<file path="config.mk">
export PLATFORM = sky130hd
export DESIGN_NAME = accel_step_detector
export DESIGN_NICKNAME = d
export VERILOG_FILES = /design/src/hdl/asd_pkg.sv /design/src/hdl/asd_ctrl.sv /design/src/hdl/asd_dp.sv /design/src/hdl/accel_step_detector.sv
export SDC_FILE = /design/constraint.sdc
export NUM_CORES = 2
export LEC_CHECK = 0
export BUFFER_PORTS_ARGS = -buffer_cell sky130_fd_sc_hd__buf_2
export CAP_MARGIN = 20
export CELL_PAD_IN_SITES_DETAIL_PLACEMENT = 1
export CELL_PAD_IN_SITES_GLOBAL_PLACEMENT = 1
export CORE_MARGIN = 2
export CORE_UTILIZATION = 40
export DETAILED_ROUTE_END_ITERATION = 6
export PLACE_DENSITY = 0.69
export SLEW_MARGIN = 20
export SYNTH_ARGS = -nofsm -noshare
export SYNTH_HDL_FRONTEND = slang
export SYNTH_SLANG_ARGS = --single-unit
</file>
<file path="constraint.sdc">
create_clock -name clk -period 11.15 [get_ports clk]
set_input_delay 0.5575 -clock clk [delete_from_list [all_inputs] [get_ports clk]]
set_output_delay 0.5575 -clock clk [all_outputs]
set_load 0.03 [all_outputs]
</file>
<file path="src/hdl/asd_pkg.sv">
// asd_pkg: shared types, constants and helpers for the step detector.
// No dependencies; used by every module in hdl/.
package asd_pkg;

  localparam int COUNT_WIDTH = 32;
  localparam int ADC_BITS    = 12;
  localparam int MAG_W       = 12;
  localparam int SUM_W       = 2 * ADC_BITS;
  localparam int REM_W       = ADC_BITS + 4;
  localparam int LP_W        = 17;
  localparam int HP_W        = 24;
  localparam int F_W         = 16;
  localparam int CNT_W       = 4;
  localparam int PADDR_W     = 5;

  localparam logic [LP_W-1:0]       LP_RESET = LP_W'(40832);
  localparam logic signed [HP_W-1:0] HP_RESET = HP_W'(32866);
  localparam logic signed [F_W-1:0]  MID      = F_W'(2048);
  localparam logic [LP_W-1:0]       S_OFFSET = LP_W'(2048 * 16);

  typedef enum logic [2:0] {
    REG_DETECT_METHOD  = 3'd0,
    REG_SWIM_SELECT    = 3'd1,
    REG_HIGH_THRESHOLD = 3'd2,
    REG_LOW_THRESHOLD  = 3'd3,
    REG_DEBOUNCE_LEN   = 3'd4,
    REG_GAP_MIN        = 3'd5,
    REG_GAP_MAX        = 3'd6,
    REG_PEAK_THRESHOLD = 3'd7
  } reg_idx_t;

  typedef struct packed {
    logic [11:0] x_raw;
    logic [11:0] y_raw;
    logic [11:0] z_raw;
    logic [15:0] tick_time;
    logic        count_enable;
  } in_t;

  typedef struct packed {
    logic [31:0] step_count;
    logic        step_counted;
    logic [11:0] magnitude;
  } out_t;

  typedef struct packed {
    logic        detect_method;
    logic        swim_select;
    logic [11:0] high_threshold;
    logic [11:0] low_threshold;
    logic [3:0]  debounce_len;
    logic [15:0] gap_min;
    logic [15:0] gap_max;
    logic [11:0] peak_threshold;
  } cfg_t;

  typedef struct packed {
    logic       load;
    logic       sq;
    logic [1:0] axis;
    logic       rload;
    logic       rstep;
    logic       fa;
    logic       fb;
    logic       fc;
    logic       commit;
  } cmd_t;

  typedef struct packed {
    logic out_busy;
  } sts_t;

  // One high-pass stage: (t*15 + 0x8000 + 8) / 16, truncating, wrapped to 24 bits.
  function automatic logic signed [HP_W-1:0] hp_stage(input logic signed [HP_W+1:0] t);
    logic signed [31:0] p;
    logic signed [31:0] q;
    begin
      p = (32'(t) <<< 4) - 32'(t) + 32'sd32776;
      q = p >>> 4;
      if (p < 0 && p[3:0] != 4'd0) begin
        q = q + 32'sd1;
      end
      return q[HP_W-1:0];
    end
  endfunction

endpackage

</file>
<file path="src/hdl/asd_ctrl.sv">
// asd_ctrl: sequencer for one sample (squares, root, filter, settle, commit).
// Depends on asd_pkg.
module asd_ctrl (
  input  logic          clk,
  input  logic          rst_n,
  input  logic          in_valid,
  output logic          in_ready,
  input  asd_pkg::sts_t sts,
  output asd_pkg::cmd_t cmd
);

  typedef enum logic [3:0] {
    S_IDLE, S_SQ, S_RLOAD, S_ROOT, S_FA, S_FB, S_FC, S_FD, S_DONE
  } state_t;

  state_t                    state_r;
  logic [asd_pkg::CNT_W-1:0] cnt_r;

  assign in_ready = (state_r == S_IDLE);

  always_comb begin
    cmd        = '0;
    cmd.load   = in_valid && (state_r == S_IDLE);
    cmd.sq     = (state_r == S_SQ);
    cmd.axis   = cnt_r[1:0];
    cmd.rload  = (state_r == S_RLOAD);
    cmd.rstep  = (state_r == S_ROOT);
    cmd.fa     = (state_r == S_FA);
    cmd.fb     = (state_r == S_FB);
    cmd.fc     = (state_r == S_FC);
    cmd.commit = (state_r == S_DONE) && !sts.out_busy;
  end

  always_ff @(posedge clk) begin
    if (!rst_n) begin
      state_r <= S_IDLE;
      cnt_r   <= '0;
    end else begin
      unique case (state_r)
        S_IDLE: begin
          cnt_r <= '0;
          if (in_valid) state_r <= S_SQ;
        end
        S_SQ: begin
          if (cnt_r == asd_pkg::CNT_W'(2)) begin
            cnt_r   <= '0;
            state_r <= S_RLOAD;
          end else begin
            cnt_r <= cnt_r + 1'b1;
          end
        end
        S_RLOAD: state_r <= S_ROOT;
        S_ROOT: begin
          if (cnt_r == asd_pkg::CNT_W'(asd_pkg::ADC_BITS - 1)) begin
            cnt_r   <= '0;
            state_r <= S_FA;
          end else begin
            cnt_r <= cnt_r + 1'b1;
          end
        end
        S_FA: state_r <= S_FB;
        S_FB: state_r <= S_FC;
        S_FC: state_r <= S_FD;
        // second high-pass stage settles into h2/f registers
        S_FD: state_r <= S_DONE;
        S_DONE: begin
          if (!sts.out_busy) state_r <= S_IDLE;
        end
        default: state_r <= S_IDLE;
      endcase
    end
  end

endmodule

</file>
<file path="src/hdl/asd_dp.sv">
// asd_dp: magnitude, filters, step detection state and result register.
// Depends on asd_pkg; driven by asd_ctrl commands.
module asd_dp (
  input  logic          clk,
  input  logic          rst_n,
  input  asd_pkg::cmd_t cmd,
  output asd_pkg::sts_t sts,
  input  asd_pkg::cfg_t cfg,
  input  asd_pkg::in_t  in_data,
  output logic          out_valid,
  input  logic          out_ready,
  output asd_pkg::out_t out_data
);

  localparam int AX_W = asd_pkg::ADC_BITS + 1;
  localparam logic signed [AX_W-1:0] HALF = AX_W'(1 << (asd_pkg::ADC_BITS - 1));

  // captured request
  asd_pkg::in_t smp_r;

  // magnitude path
  logic signed [AX_W-1:0]       ax, ay, az, op;
  logic signed [2*AX_W-1:0]     prod;
  logic [asd_pkg::SUM_W-1:0]    sum_r, rad_r;
  logic [asd_pkg::REM_W-1:0]    rem_r, rem_sh, trial;
  logic [asd_pkg::ADC_BITS-1:0] root_r;

  // filter pipeline
  logic [asd_pkg::LP_W-1:0]          s_val, l1_r, l2_r;
  logic [asd_pkg::LP_W:0]            l1_sum, l2_sum;
  logic signed [asd_pkg::HP_W-1:0]   h1_r, h2_r;
  logic signed [asd_pkg::HP_W+1:0]   t1, t2;
  logic signed [asd_pkg::F_W-1:0]    f_r;

  // detector state
  logic                             low_phase_r, low_phase_nxt;
  logic [3:0]                       deb_r, deb_nxt, deb_inc;
  logic [15:0]                      last_r, last_nxt, gap_d;
  logic [asd_pkg::COUNT_WIDTH-1:0]  walk_r, walk_nxt, swim_r, swim_nxt;
  logic [asd_pkg::LP_W-1:0]         lp1_r, lp2_r;
  logic signed [asd_pkg::HP_W-1:0]  hp1_r, hp2_r;
  logic signed [asd_pkg::F_W-1:0]   prev_r, crest_r, crest_nxt, trough_r, trough_nxt;
  logic                             rise_r, rise_nxt, fall_r, fall_nxt;
  logic                             detect, counted, qualify, gap_ok;
  logic signed [asd_pkg::F_W:0]     depth;

  logic          out_valid_r;
  asd_pkg::out_t out_r;

  assign ax = signed'({1'b0, smp_r.x_raw[asd_pkg::ADC_BITS-1:0]}) - HALF;
  assign ay = signed'({1'b0, smp_r.y_raw[asd_pkg::ADC_BITS-1:0]}) - HALF;
  assign az = signed'({1'b0, smp_r.z_raw[asd_pkg::ADC_BITS-1:0]}) - HALF;

  always_comb begin
    unique case (cmd.axis)
      2'd0:    op = ax;
      2'd1:    op = ay;
      default: op = az;
    endcase
  end

  assign prod   = op * op;
  assign rem_sh = {rem_r[asd_pkg::REM_W-3:0], rad_r[asd_pkg::SUM_W-1 -: 2]};
  assign trial  = {2'b00, root_r, 2'b01};

  assign s_val  = asd_pkg::LP_W'({root_r, 4'b0000}) + asd_pkg::S_OFFSET;
  assign l1_sum = {1'b0, lp1_r} + {1'b0, s_val} + 1'b1;
  assign l2_sum = {1'b0, lp2_r} + {1'b0, l1_r} + 1'b1;
  assign t1 = (asd_pkg::HP_W+2)'(hp1_r) + signed'({9'b0, l2_r}) - signed'({9'b0, lp2_r});
  assign t2 = (asd_pkg::HP_W+2)'(hp2_r) + (asd_pkg::HP_W+2)'(h1_r)
            - (asd_pkg::HP_W+2)'(hp1_r);

  always_ff @(posedge clk) begin
    if (cmd.load) begin
      smp_r <= in_data;
      sum_r <= '0;
    end
    if (cmd.sq) sum_r <= sum_r + prod[asd_pkg::SUM_W-1:0];
    if (cmd.rload) begin
      rad_r  <= sum_r;
      rem_r  <= '0;
      root_r <= '0;
    end
    if (cmd.rstep) begin
      rad_r <= {rad_r[asd_pkg::SUM_W-3:0], 2'b00};
      if (rem_sh >= trial) begin
        rem_r  <= rem_sh - trial;
        root_r <= {root_r[asd_pkg::ADC_BITS-2:0], 1'b1};
      end else begin
        rem_r  <= rem_sh;
        root_r <= {root_r[asd_pkg::ADC_BITS-2:0], 1'b0};
      end
    end
    if (cmd.fa) l1_r <= l1_sum[asd_pkg::LP_W:1];
    if (cmd.fb) begin
      l2_r <= l2_sum[asd_pkg::LP_W:1];
    end
    if (cmd.fc) h1_r <= asd_pkg::hp_stage(t1);
  end

  // second high-pass and filtered value, evaluated in the settle cycle after h1
  logic signed [asd_pkg::HP_W-1:0] h2_c;
  logic signed [asd_pkg::HP_W-1:0] hq2;
  logic signed [asd_pkg::F_W-1:0]  f_c;
  assign h2_c = asd_pkg::hp_stage(t2);
  always_comb begin
    hq2 = h2_c >>> 4;
    if (h2_c < 0 && h2_c[3:0] != 4'd0) hq2 = hq2 + 1'b1;
    f_c = hq2[asd_pkg::F_W-1:0];
  end

  // h2_r/f_r register the last filter step once h1 is ready
  logic f_ready_r;
  always_ff @(posedge clk) begin
    if (!rst_n) begin
      f_ready_r <= 1'b0;
    end else begin
      f_ready_r <= cmd.fc;
    end
    if (f_ready_r) begin
      h2_r <= h2_c;
      f_r  <= f_c;
    end
  end

  // commit: detection and counting
  assign gap_d  = smp_r.tick_time - last_r;
  assign gap_ok = (gap_d >= cfg.gap_min) && (gap_d <= cfg.gap_max);
  assign deb_inc = deb_r + 1'b1;

  always_comb begin
    low_phase_nxt = low_phase_r;
    deb_nxt       = deb_r;
    crest_nxt     = crest_r;
    trough_nxt    = trough_r;
    rise_nxt      = rise_r;
    fall_nxt      = fall_r;
    detect        = 1'b0;
    depth         = '0;
    qualify       = low_phase_r ? (root_r > cfg.high_threshold)
                                : (root_r < cfg.low_threshold);
    if (smp_r.count_enable && !cfg.detect_method) begin
      if (qualify) begin
        deb_nxt = deb_inc;
        if (deb_inc >= cfg.debounce_len) begin
          deb_nxt       = '0;
          low_phase_nxt = !low_phase_r;
          detect        = low_phase_r;
        end
      end else begin
        deb_nxt = '0;
      end
    end else if (smp_r.count_enable) begin
      if (f_r > asd_pkg::MID && f_r > crest_r) crest_nxt = f_r;
      if (f_r < asd_pkg::MID && f_r < trough_r) trough_nxt = f_r;
      if (f_r >= asd_pkg::MID && prev_r < asd_pkg::MID) begin
        depth      = 17'(asd_pkg::MID) - 17'(trough_nxt);
        trough_nxt = asd_pkg::MID;
        rise_nxt   = depth > signed'({5'b0, cfg.peak_threshold});
      end
      if (f_r <= asd_pkg::MID && prev_r > asd_pkg::MID) begin
        depth     = 17'(crest_nxt) - 17'(asd_pkg::MID);
        crest_nxt = asd_pkg::MID;
        fall_nxt  = depth > signed'({5'b0, cfg.peak_threshold});
      end
      if (rise_nxt && fall_nxt) begin
        rise_nxt = 1'b0;
        fall_nxt = 1'b0;
        detect   = 1'b1;
      end
    end
  end

  always_comb begin
    walk_nxt = walk_r;
    swim_nxt = swim_r;
    last_nxt = last_r;
    counted  = 1'b0;
    if (detect) begin
      if (gap_ok) begin
        counted  = 1'b1;
        last_nxt = '0;
        if (cfg.swim_select) swim_nxt = swim_r + 1'b1;
        else walk_nxt = walk_r + 1'b1;
      end else begin
        last_nxt = smp_r.tick_time;
      end
    end
  end

  always_ff @(posedge clk) begin
    if (!rst_n) begin
      low_phase_r <= 1'b0;
      deb_r       <= '0;
      last_r      <= '0;
      walk_r      <= '0;
      swim_r      <= '0;
      lp1_r       <= asd_pkg::LP_RESET;
      lp2_r       <= asd_pkg::LP_RESET;
      hp1_r       <= asd_pkg::HP_RESET;
      hp2_r       <= asd_pkg::HP_RESET;
      prev_r      <= asd_pkg::MID;
      crest_r     <= asd_pkg::MID;
      trough_r    <= asd_pkg::MID;
      rise_r      <= 1'b0;
      fall_r      <= 1'b0;
      out_valid_r <= 1'b0;
    end else begin
      if (cmd.commit) begin
        low_phase_r <= low_phase_nxt;
        deb_r       <= deb_nxt;
        last_r      <= last_nxt;
        walk_r      <= walk_nxt;
        swim_r      <= swim_nxt;
        crest_r     <= crest_nxt;
        trough_r    <= trough_nxt;
        rise_r      <= rise_nxt;
        fall_r      <= fall_nxt;
        if (smp_r.count_enable && cfg.detect_method) begin
          lp1_r  <= l1_r;
          lp2_r  <= l2_r;
          hp1_r  <= h1_r;
          hp2_r  <= h2_r;
          prev_r <= f_r;
        end
        out_valid_r <= 1'b1;
      end else if (out_ready) begin
        out_valid_r <= 1'b0;
      end
    end
  end

  always_ff @(posedge clk) begin
    if (cmd.commit) begin
      out_r.step_count   <= 32'(cfg.swim_select ? swim_nxt : walk_nxt);
      out_r.step_counted <= counted;
      out_r.magnitude    <= asd_pkg::MAG_W'(root_r);
    end
  end

  assign sts.out_busy = out_valid_r && !out_ready;
  assign out_valid    = out_valid_r;
  assign out_data     = out_r;

endmodule

</file>
<file path="src/hdl/accel_step_detector.sv">
// accel_step_detector: three-axis step counter with APB-style register port.
// Each request runs through square, load, root, filter, settle and commit steps,
// in that order; commit waits while an earlier result is held and not yet taken.
// The serial sequence, mostly root, sets the rate: one request at a time.
// A new request is taken while the previous result still waits downstream.
// Reset (rst_n low, synchronous) restores registers and all detector state.
module accel_step_detector (
  input  logic                         clk,
  input  logic                         rst_n,
  input  logic                         in_valid,
  output logic                         in_ready,
  input  asd_pkg::in_t                 in_data,
  output logic                         out_valid,
  input  logic                         out_ready,
  output asd_pkg::out_t                out_data,
  input  logic                         psel,
  input  logic                         penable,
  input  logic                         pwrite,
  input  logic [asd_pkg::PADDR_W-1:0]  paddr,
  input  logic [31:0]                  pwdata,
  output logic [31:0]                  prdata,
  output logic                         pready
);

  asd_pkg::cfg_t     cfg_r;
  asd_pkg::cmd_t     cmd;
  asd_pkg::sts_t     sts;
  asd_pkg::reg_idx_t reg_idx;
  logic              wr_en;

  // register file: word-aligned, index in paddr[4:2]
  assign pready  = 1'b1;
  assign reg_idx = asd_pkg::reg_idx_t'(paddr[4:2]);
  assign wr_en   = psel && penable && pwrite;

  always_ff @(posedge clk) begin
    if (!rst_n) begin
      cfg_r.detect_method  <= 1'b0;
      cfg_r.swim_select    <= 1'b0;
      cfg_r.high_threshold <= 12'd1124;
      cfg_r.low_threshold  <= 12'd924;
      cfg_r.debounce_len   <= 4'd1;
      cfg_r.gap_min        <= 16'd6;
      cfg_r.gap_max        <= 16'd67;
      cfg_r.peak_threshold <= 12'd100;
    end else if (wr_en) begin
      unique case (reg_idx)
        asd_pkg::REG_DETECT_METHOD:  cfg_r.detect_method  <= pwdata[0];
        asd_pkg::REG_SWIM_SELECT:    cfg_r.swim_select    <= pwdata[0];
        asd_pkg::REG_HIGH_THRESHOLD: cfg_r.high_threshold <= pwdata[11:0];
        asd_pkg::REG_LOW_THRESHOLD:  cfg_r.low_threshold  <= pwdata[11:0];
        asd_pkg::REG_DEBOUNCE_LEN:   cfg_r.debounce_len   <= pwdata[3:0];
        asd_pkg::REG_GAP_MIN:        cfg_r.gap_min        <= pwdata[15:0];
        asd_pkg::REG_GAP_MAX:        cfg_r.gap_max        <= pwdata[15:0];
        asd_pkg::REG_PEAK_THRESHOLD: cfg_r.peak_threshold <= pwdata[11:0];
      endcase
    end
  end

  always_comb begin
    unique case (reg_idx)
      asd_pkg::REG_DETECT_METHOD:  prdata = 32'(cfg_r.detect_method);
      asd_pkg::REG_SWIM_SELECT:    prdata = 32'(cfg_r.swim_select);
      asd_pkg::REG_HIGH_THRESHOLD: prdata = 32'(cfg_r.high_threshold);
      asd_pkg::REG_LOW_THRESHOLD:  prdata = 32'(cfg_r.low_threshold);
      asd_pkg::REG_DEBOUNCE_LEN:   prdata = 32'(cfg_r.debounce_len);
      asd_pkg::REG_GAP_MIN:        prdata = 32'(cfg_r.gap_min);
      asd_pkg::REG_GAP_MAX:        prdata = 32'(cfg_r.gap_max);
      asd_pkg::REG_PEAK_THRESHOLD: prdata = 32'(cfg_r.peak_threshold);
    endcase
  end

  // sequencer: walks each request through square, root, filter and commit
  asd_ctrl u_ctrl (
    .clk      (clk),
    .rst_n    (rst_n),
    .in_valid (in_valid),
    .in_ready (in_ready),
    .sts      (sts),
    .cmd      (cmd)
  );

  // datapath: shared square unit, bit-serial root, filters, detector, output reg
  asd_dp u_dp (
    .clk       (clk),
    .rst_n     (rst_n),
    .cmd       (cmd),
    .sts       (sts),
    .cfg       (cfg_r),
    .in_data   (in_data),
    .out_valid (out_valid),
    .out_ready (out_ready),
    .out_data  (out_data)
  );

  // accepting a request always moves the sequencer out of idle
  a_accept_leaves_idle: assert property (@(posedge clk) disable iff (!rst_n)
    (in_valid && in_ready) |=> !in_ready)
    else $error("sequencer stayed idle after accept");

  // a result is only written while the output register is free
  a_commit_free: assert property (@(posedge clk) disable iff (!rst_n)
    cmd.commit |-> !(out_valid && !out_ready))
    else $error("commit over a pending result");

  // a new result appears only after a commit
  a_valid_from_commit: assert property (@(posedge clk) disable iff (!rst_n)
    $rose(out_valid) |-> $past(cmd.commit))
    else $error("result valid without commit");

endmodule
</file>
# After elaboration in Yosys (flattened, before gate mapping)
# Index checks and enable logic that the tools add are counted.
word_totals:
  register_bits: 571
  inputBits: 97
  output_inout_bits: 80
  elab_cells: 217
op_classes:
  addsub: 28
  multipliers: 1
  order_cmp: 19
  eq_ne: 22
  n_mux: 58
  bitwise: 1
  n_reduce_logical: 44
ops:
  columns: ["op", "n"]
  rows:
  - ["$pmux 32 s8", 1]
  - ["$mux 32", 7]
  - ["$mux 16", 10]
  - ["$mux 24", 6]
  - ["$add 31x17->32 const B", 2]
  - ["$add 32x1->32 const B", 2]
  - ["$lt 32x1->1 const B", 2]
  - ["$sub 30x26->31", 2]
  - ["$add 24x2->24 const B", 2]
  - ["$mux 14", 3]
  - ["$sub 12x12->13 const B", 3]
  - ["$add 17x17->18", 2]
  - ["$add 18x1->18 const B", 2]
  - ["$pmux 4 s9", 1]
  - ["$gt 17x13->1", 2]
  - ["$gt 16x13->1 const B", 2]
  - ["$lt 16x13->1 const B", 2]
  - ["$mux 4", 8]
  - ["$pmux 13 s2", 1]
  - ["$sub 25x18->26", 1]
  - ["$sub 25x24->26", 1]
  - ["$add 24x18->25", 1]
  - ["$add 24x24->25", 1]
  - ["$add 24x24->24", 1]
  - ["44 further kinds", 108]

# Logic depth before layout (Yosys ltp)
logic_depth:
  depth_word: 16
  mapped_depth: 34
  depth_no_buf: 34

# Hierarchy
# A second synthesis with hierarchy kept.
hier_totals:
  cells_unflattened: 4611
  hier_area_um2: 43319.0
by_module_without_submodules:
  columns: ["mod", "instances", "cells_each", "area_per_inst_um2", "seq_area_each_um2"]
  rows:
  - ["asd_dp", 1, 4151, 39081.2, 12472.0]
  - ["accel_step_detector", 1, 387, 3699.8, 1481.4]
  - ["asd_ctrl", 1, 73, 538.0, 160.2]

# Least setup slack after synthesis
# No wires, ideal clock.
synth_timing:
  path_kind: "register to register"
  from: "reg u_ctrl.cnt_r[0] in the netlist's numbering"
  to: "reg u_dp.sum_r[22] in the netlist's numbering (data pin)"
  setup_time_ns: 0.266
  arrival_time_ns: 6.668
  required_time_ns: 10.884
  path_slack_ns: 4.216
  path_stages_with_launch: 24
  path_buffers: 2
  synth_period_minus_slack_ns: 6.934
  path_cell_list: "dfxtp_1 > inv_1 > ha_1 > nor2_1 > clkbuf_1 > a21oi_1 > clkbuf_1 > nor2_1 > fa_1 > inv_1 > fa_1 > fa_1 > inv_1 > fa_1 > fa_1 > fa_1 > ha_1 > and3_1 > a21oi_1 > o21ai_0 > o41ai_1 > o21ai_0 > xnor2_1 > nor2_1"
synth_between:
  elab_chain_len: 5
  elab_cells_between_ends: 6
  cone_classes: "1 x add/sub; 1 x mul; 1 x eq/ne; 2 x mux; 1 x reduce/logical"
synth_rtl:
  columns: ["item", "line_no", "rtl"]
  rows:
  - ["start, declared", "asd_ctrl.sv:17", "logic [asd_pkg::CNT_W-1:0] cnt_r;"]
  - ["start signal, assigned", "asd_ctrl.sv:49", "cnt_r <= cnt_r + 1'b1;"]
  - ["start signal, assigned", "asd_ctrl.sv:58", "cnt_r <= cnt_r + 1'b1;"]
  - ["$eq 2x1->1 or $logic_not 2->1 (tied branches)", "asd_dp.sv:55", "unique case (cmd.axis)"]
  - ["$pmux 13 s2 (*)", "asd_dp.sv:55", null]
  - ["$mul 13x13->24 (*)", "asd_dp.sv:62", "assign prod = op * op;"]
  - ["$add 24x24->24 (*)", "asd_dp.sv:78", "if (cmd.sq) sum_r <= sum_r + prod[asd_pkg::SUM_W-1:0];"]
  - ["$mux 24 (*)", "asd_dp.sv:78", null]
  - ["end signal, assigned", "asd_dp.sv:78", null]
  - ["end, declared", "asd_dp.sv:24", "logic [asd_pkg::SUM_W-1:0] sum_r, rad_r;"]
# Every way passes the cells marked *; elsewhere a longest branch is shown, timed or not.
# A chain may end at the register's enable or synchronous reset.

# Worst setup path in the final report
# Same ends and word-level chain as after synthesis.

==> summary.md <==
| Metric | Value |
|---|---|
| Outcome | finished, final reports clean |
| Worst path top cell family by delay | adder cells |
| Root buffer cell | clkbuf_16 |
| Die width | 332.2 um |
| P&R area growth vs syn | 10.31% |
| Routed len/inst | 19.17 um |
| Sinks on Clock Net | 571 |
| Detail Route Antenna Nets | 0 |
| Worst endpoint data arrival time | 9.06 ns |
| Core Rows | 120 |
| Clock Tree Buf Depth | 3 |
| First-pass GRT wire length | 195600 um |
| Multi-input gate area | 26070 um2 |
| Top-Level Pins | 177 |
| Synthesized instance count | 4793 |
| Total congestion overflow | 0 |
| Fin crit period | 8.677 ns |
| Top FF cell, synth | dfxtp_1 |
| Clock transition at path regs | 0.06 ns |
| Async set-reset flop share out of synthesis | 0 |
| Largest net degree at the start of global routing | 114 |
| Detailed Place HPWL | 92190 um |
| RSZ-0062 raised after global routing | false |
| Top cells by area, synth | edfxtp_1 19%, dfxtp_1 14%, ha_1 12%, fa_1 9.2%, inv_1 5.2% |
| Yosys reg bits | 571 |
| FILL cells | 12420 |
| Final setup viols | 0 |
| DIE AREA | 110400 um2 |
| Post-synth EDFFs | 268 |
| Util after Layout | 0.4447 |
| Max-cap violations | 0 |
| Via/cell ratio | 5.392 |
| Post-CTS Resized | 0 |
| Pre-Repair DR Iteration Count | 7 |
| Worst Hold Class | input pin to flop |
| Seq/Total Area, Yosys | 0.3275 |
| CP Data Required Time | 11.53 ns |
| Max Fclk | 115.2 MHz |
| Post-Syn Area | 43100 um2 |
| Worst-Margin Slew | 1.073 ns |
| Crit path kind | flop to flop |
| Post-CTS Setup Bufs | 0 |
| Placed cells | 6203 |
| Worst Setup Start Kind | flop |
| IO buf count | 141 |
| Post-synth top area cell | edfxtp_1 |
| Area of the core | 106900 um2 |
| Diode count | 0 |
| Vias | 34140 |
| CP max stage delay | 0.76 ns |
| CP Buf/Inv Count | 4 |
| Pins Over Slew Limit | 0 |
| Slowest stage cell on the critical path | a21oi_1 |
| Storage cell area | 14120 um2 |
| Most used cell along the critical path | fa_1 |
| Share of cells above drive strength 1 | 0.07628 |
| Routed WL | 121400 um |
| Slew margin rel. | 0.2801 |
| Final hold viol count | 0 |
| Vias in the first global route | 35940 |
| CTS tree | built |
| Non-filler cells, final | 6332 |
| Gr usage total | 0.2197 |
| Final Skew | 0.04040 ns |
| Yosys top cell area share | 0.1867 |
| Avg Synthesized Cell Area | 8.992 um2 |
| CTS Hold Bufs | 0 |
| Crit. End Element | flop |
| Part of the cycle the worst path needs | 0.7782 |
| Antenna violations before repair | 15 |
| DRT iter0 DRCs | 1671 |
| Number of H-tree levels | 3 |
| Nets@finish | 5595 |
| Initial Util | 0.4031 |
| CTS Buf Count | 69 |
| Worst-path cell chain | inv_1 -> ha_1 -> nor2_1 -> a21oi_1 -> clkinv_1 -> nand2_1 -> fa_1 -> fa_1 -> fa_1 -> inv_1 -> fa_1 -> fa_1 -> fa_1 -> ha_1 -> inv_1 -> o21bai_1 -> a21oi_1 -> o2111ai_1 -> nand2_1 -> o21ai_0 -> o41ai_1 -> o21ai_0 -> xnor2_1 -> nor2_1 |
| Residual DRC | 0 |
| TNS Setup | 0 ns |
| Critical path peak fanout | 13 |
| Worst-Skew Late Latency | 0.66 ns |
| Die Ht | 332.2 um |
| Synth cell types | 107 |
| YS warnings | 0 |
| Routability Congestion | 0.8333 |
-- final cells by class --
type | instances | area share
repair buffers | 174 | 0.02037
flip-flops and latches | 571 | 0.2969
clock buffers | 90 | 0.04077
well taps | 1403 | 0.03693
clock inverters | 38 | 0.009106
multi-input cells | 3457 | 0.5484
inverters | 599 | 0.04748
-- layer usage --
layer  vias to the layer above  share of wire  global-route usage
met2                       451           0.47              0.3715
met3                       175          0.041             0.03392
met1                     16960           0.46              0.2928
met4                        26          0.023             0.05638
met5                         -         0.0013                   0
li1                      16520              -                   -
-- state kept, by name, summed over array words and instances, names as in the netlist, 17 cells and up --
register / cells
cfg_r: 74
u_dp.h1_r: 24
u_dp.h2_r: 24
u_dp.hp1_r: 24
u_dp.hp2_r: 24
u_dp.l1_r: 17
u_dp.l2_r: 17
u_dp.lp1_r: 17
u_dp.lp2_r: 17
u_dp.out_data: 45
u_dp.rad_r: 24
u_dp.smp_r: 53
u_dp.sum_r: 24
u_dp.swim_r: 32
u_dp.walk_r: 32
-- placed cells by master (no fill, tap or decap), types with 51 or more instances in the layout --
cell type  instances
a21o_1            81
a21oi_1          319
buf_2            140
clkbuf_16         71
dfxtp_1          301
edfxtp_1         268
fa_1             199
ha_1             427
inv_1            591
mux2i_1           65
nand2_1          531
nand3_1          122
nand4_1           51
nor2_1           383
nor3_1            91
nor4_1            54
o21ai_0          142
xnor2_1          220
xor2_1           107
-- worst register-to-register path: stages (launching register included) --
cell and delay, ns:
dfxtp_1 0.36, inv_1 0.10, ha_1 0.60, nor2_1 0.40, a21oi_1 0.77, clkinv_1 0.53
nand2_1 0.26, fa_1 0.45, fa_1 0.51, fa_1 0.52, inv_1 0.05, fa_1 0.46
fa_1 0.52, fa_1 0.49, ha_1 0.35, inv_1 0.10, o21bai_1 0.08, a21oi_1 0.36
o2111ai_1 0.23, nand2_1 0.10, o21ai_0 0.14, o41ai_1 0.55, o21ai_0 0.23, xnor2_1 0.17
nor2_1 0.05
-- path summary, 6_finish.rpt --
check / cells after the start / slack (ns) / start / to
min: 1 / 0.08 / in_data[4] / u_dp.smp_r[4]
max: 24 / 2.47 / u_ctrl.cnt_r[0] / u_dp.sum_r[22]
max reg2reg: 24 / 2.47 / u_ctrl.cnt_r[0] / u_dp.sum_r[22]
min reg2reg: 2 / 0.45 / u_dp.last_r[6] / u_dp.last_r[6]
-- cells in the mapped netlist, drive strengths merged, types with 51 or more instances --
cell type  number
inv           597
nand2         533
ha            427
nor2          385
a21oi         321
dfxtp         303
edfxtp        268
xnor2         223
fa            199
o21ai         157
clkbuf        128
nand3         124
xor2          107
nor3           95
a21o           81
mux2i          65
nor4           57
buf            53
nand4          51
-- stage by stage --
stage / instance area [um2] / hold slack, ns / setup WS, ns
2_1_floorplan: 43150 / 0.4319 / 4.216
3_3_place_gp: 45140 / 0.4384 / 2.565
3_5_place_dp: 45140 / 0.4475 / 2.473
4_1_cts: 47510 / 0.02692 / 2.362
5_1_grt: 47540 / 0.04018 / 1.839
6_report: 47540 / 0.07793 / 2.473
-- cells by family after synthesis --
logic type | share of synthesized area
compound gates | 0.1366
xor+xnor | 0.06785
fa+ha+maj | 0.2164
buf+inv | 0.07029
flops | 0.3275
mux | 0.01780
other cells | 0.0001743
simple gates | 0.1634
Power is not shown: default switching activity piles up to over one toggle a cycle in this logic, so the estimate is an artifact.
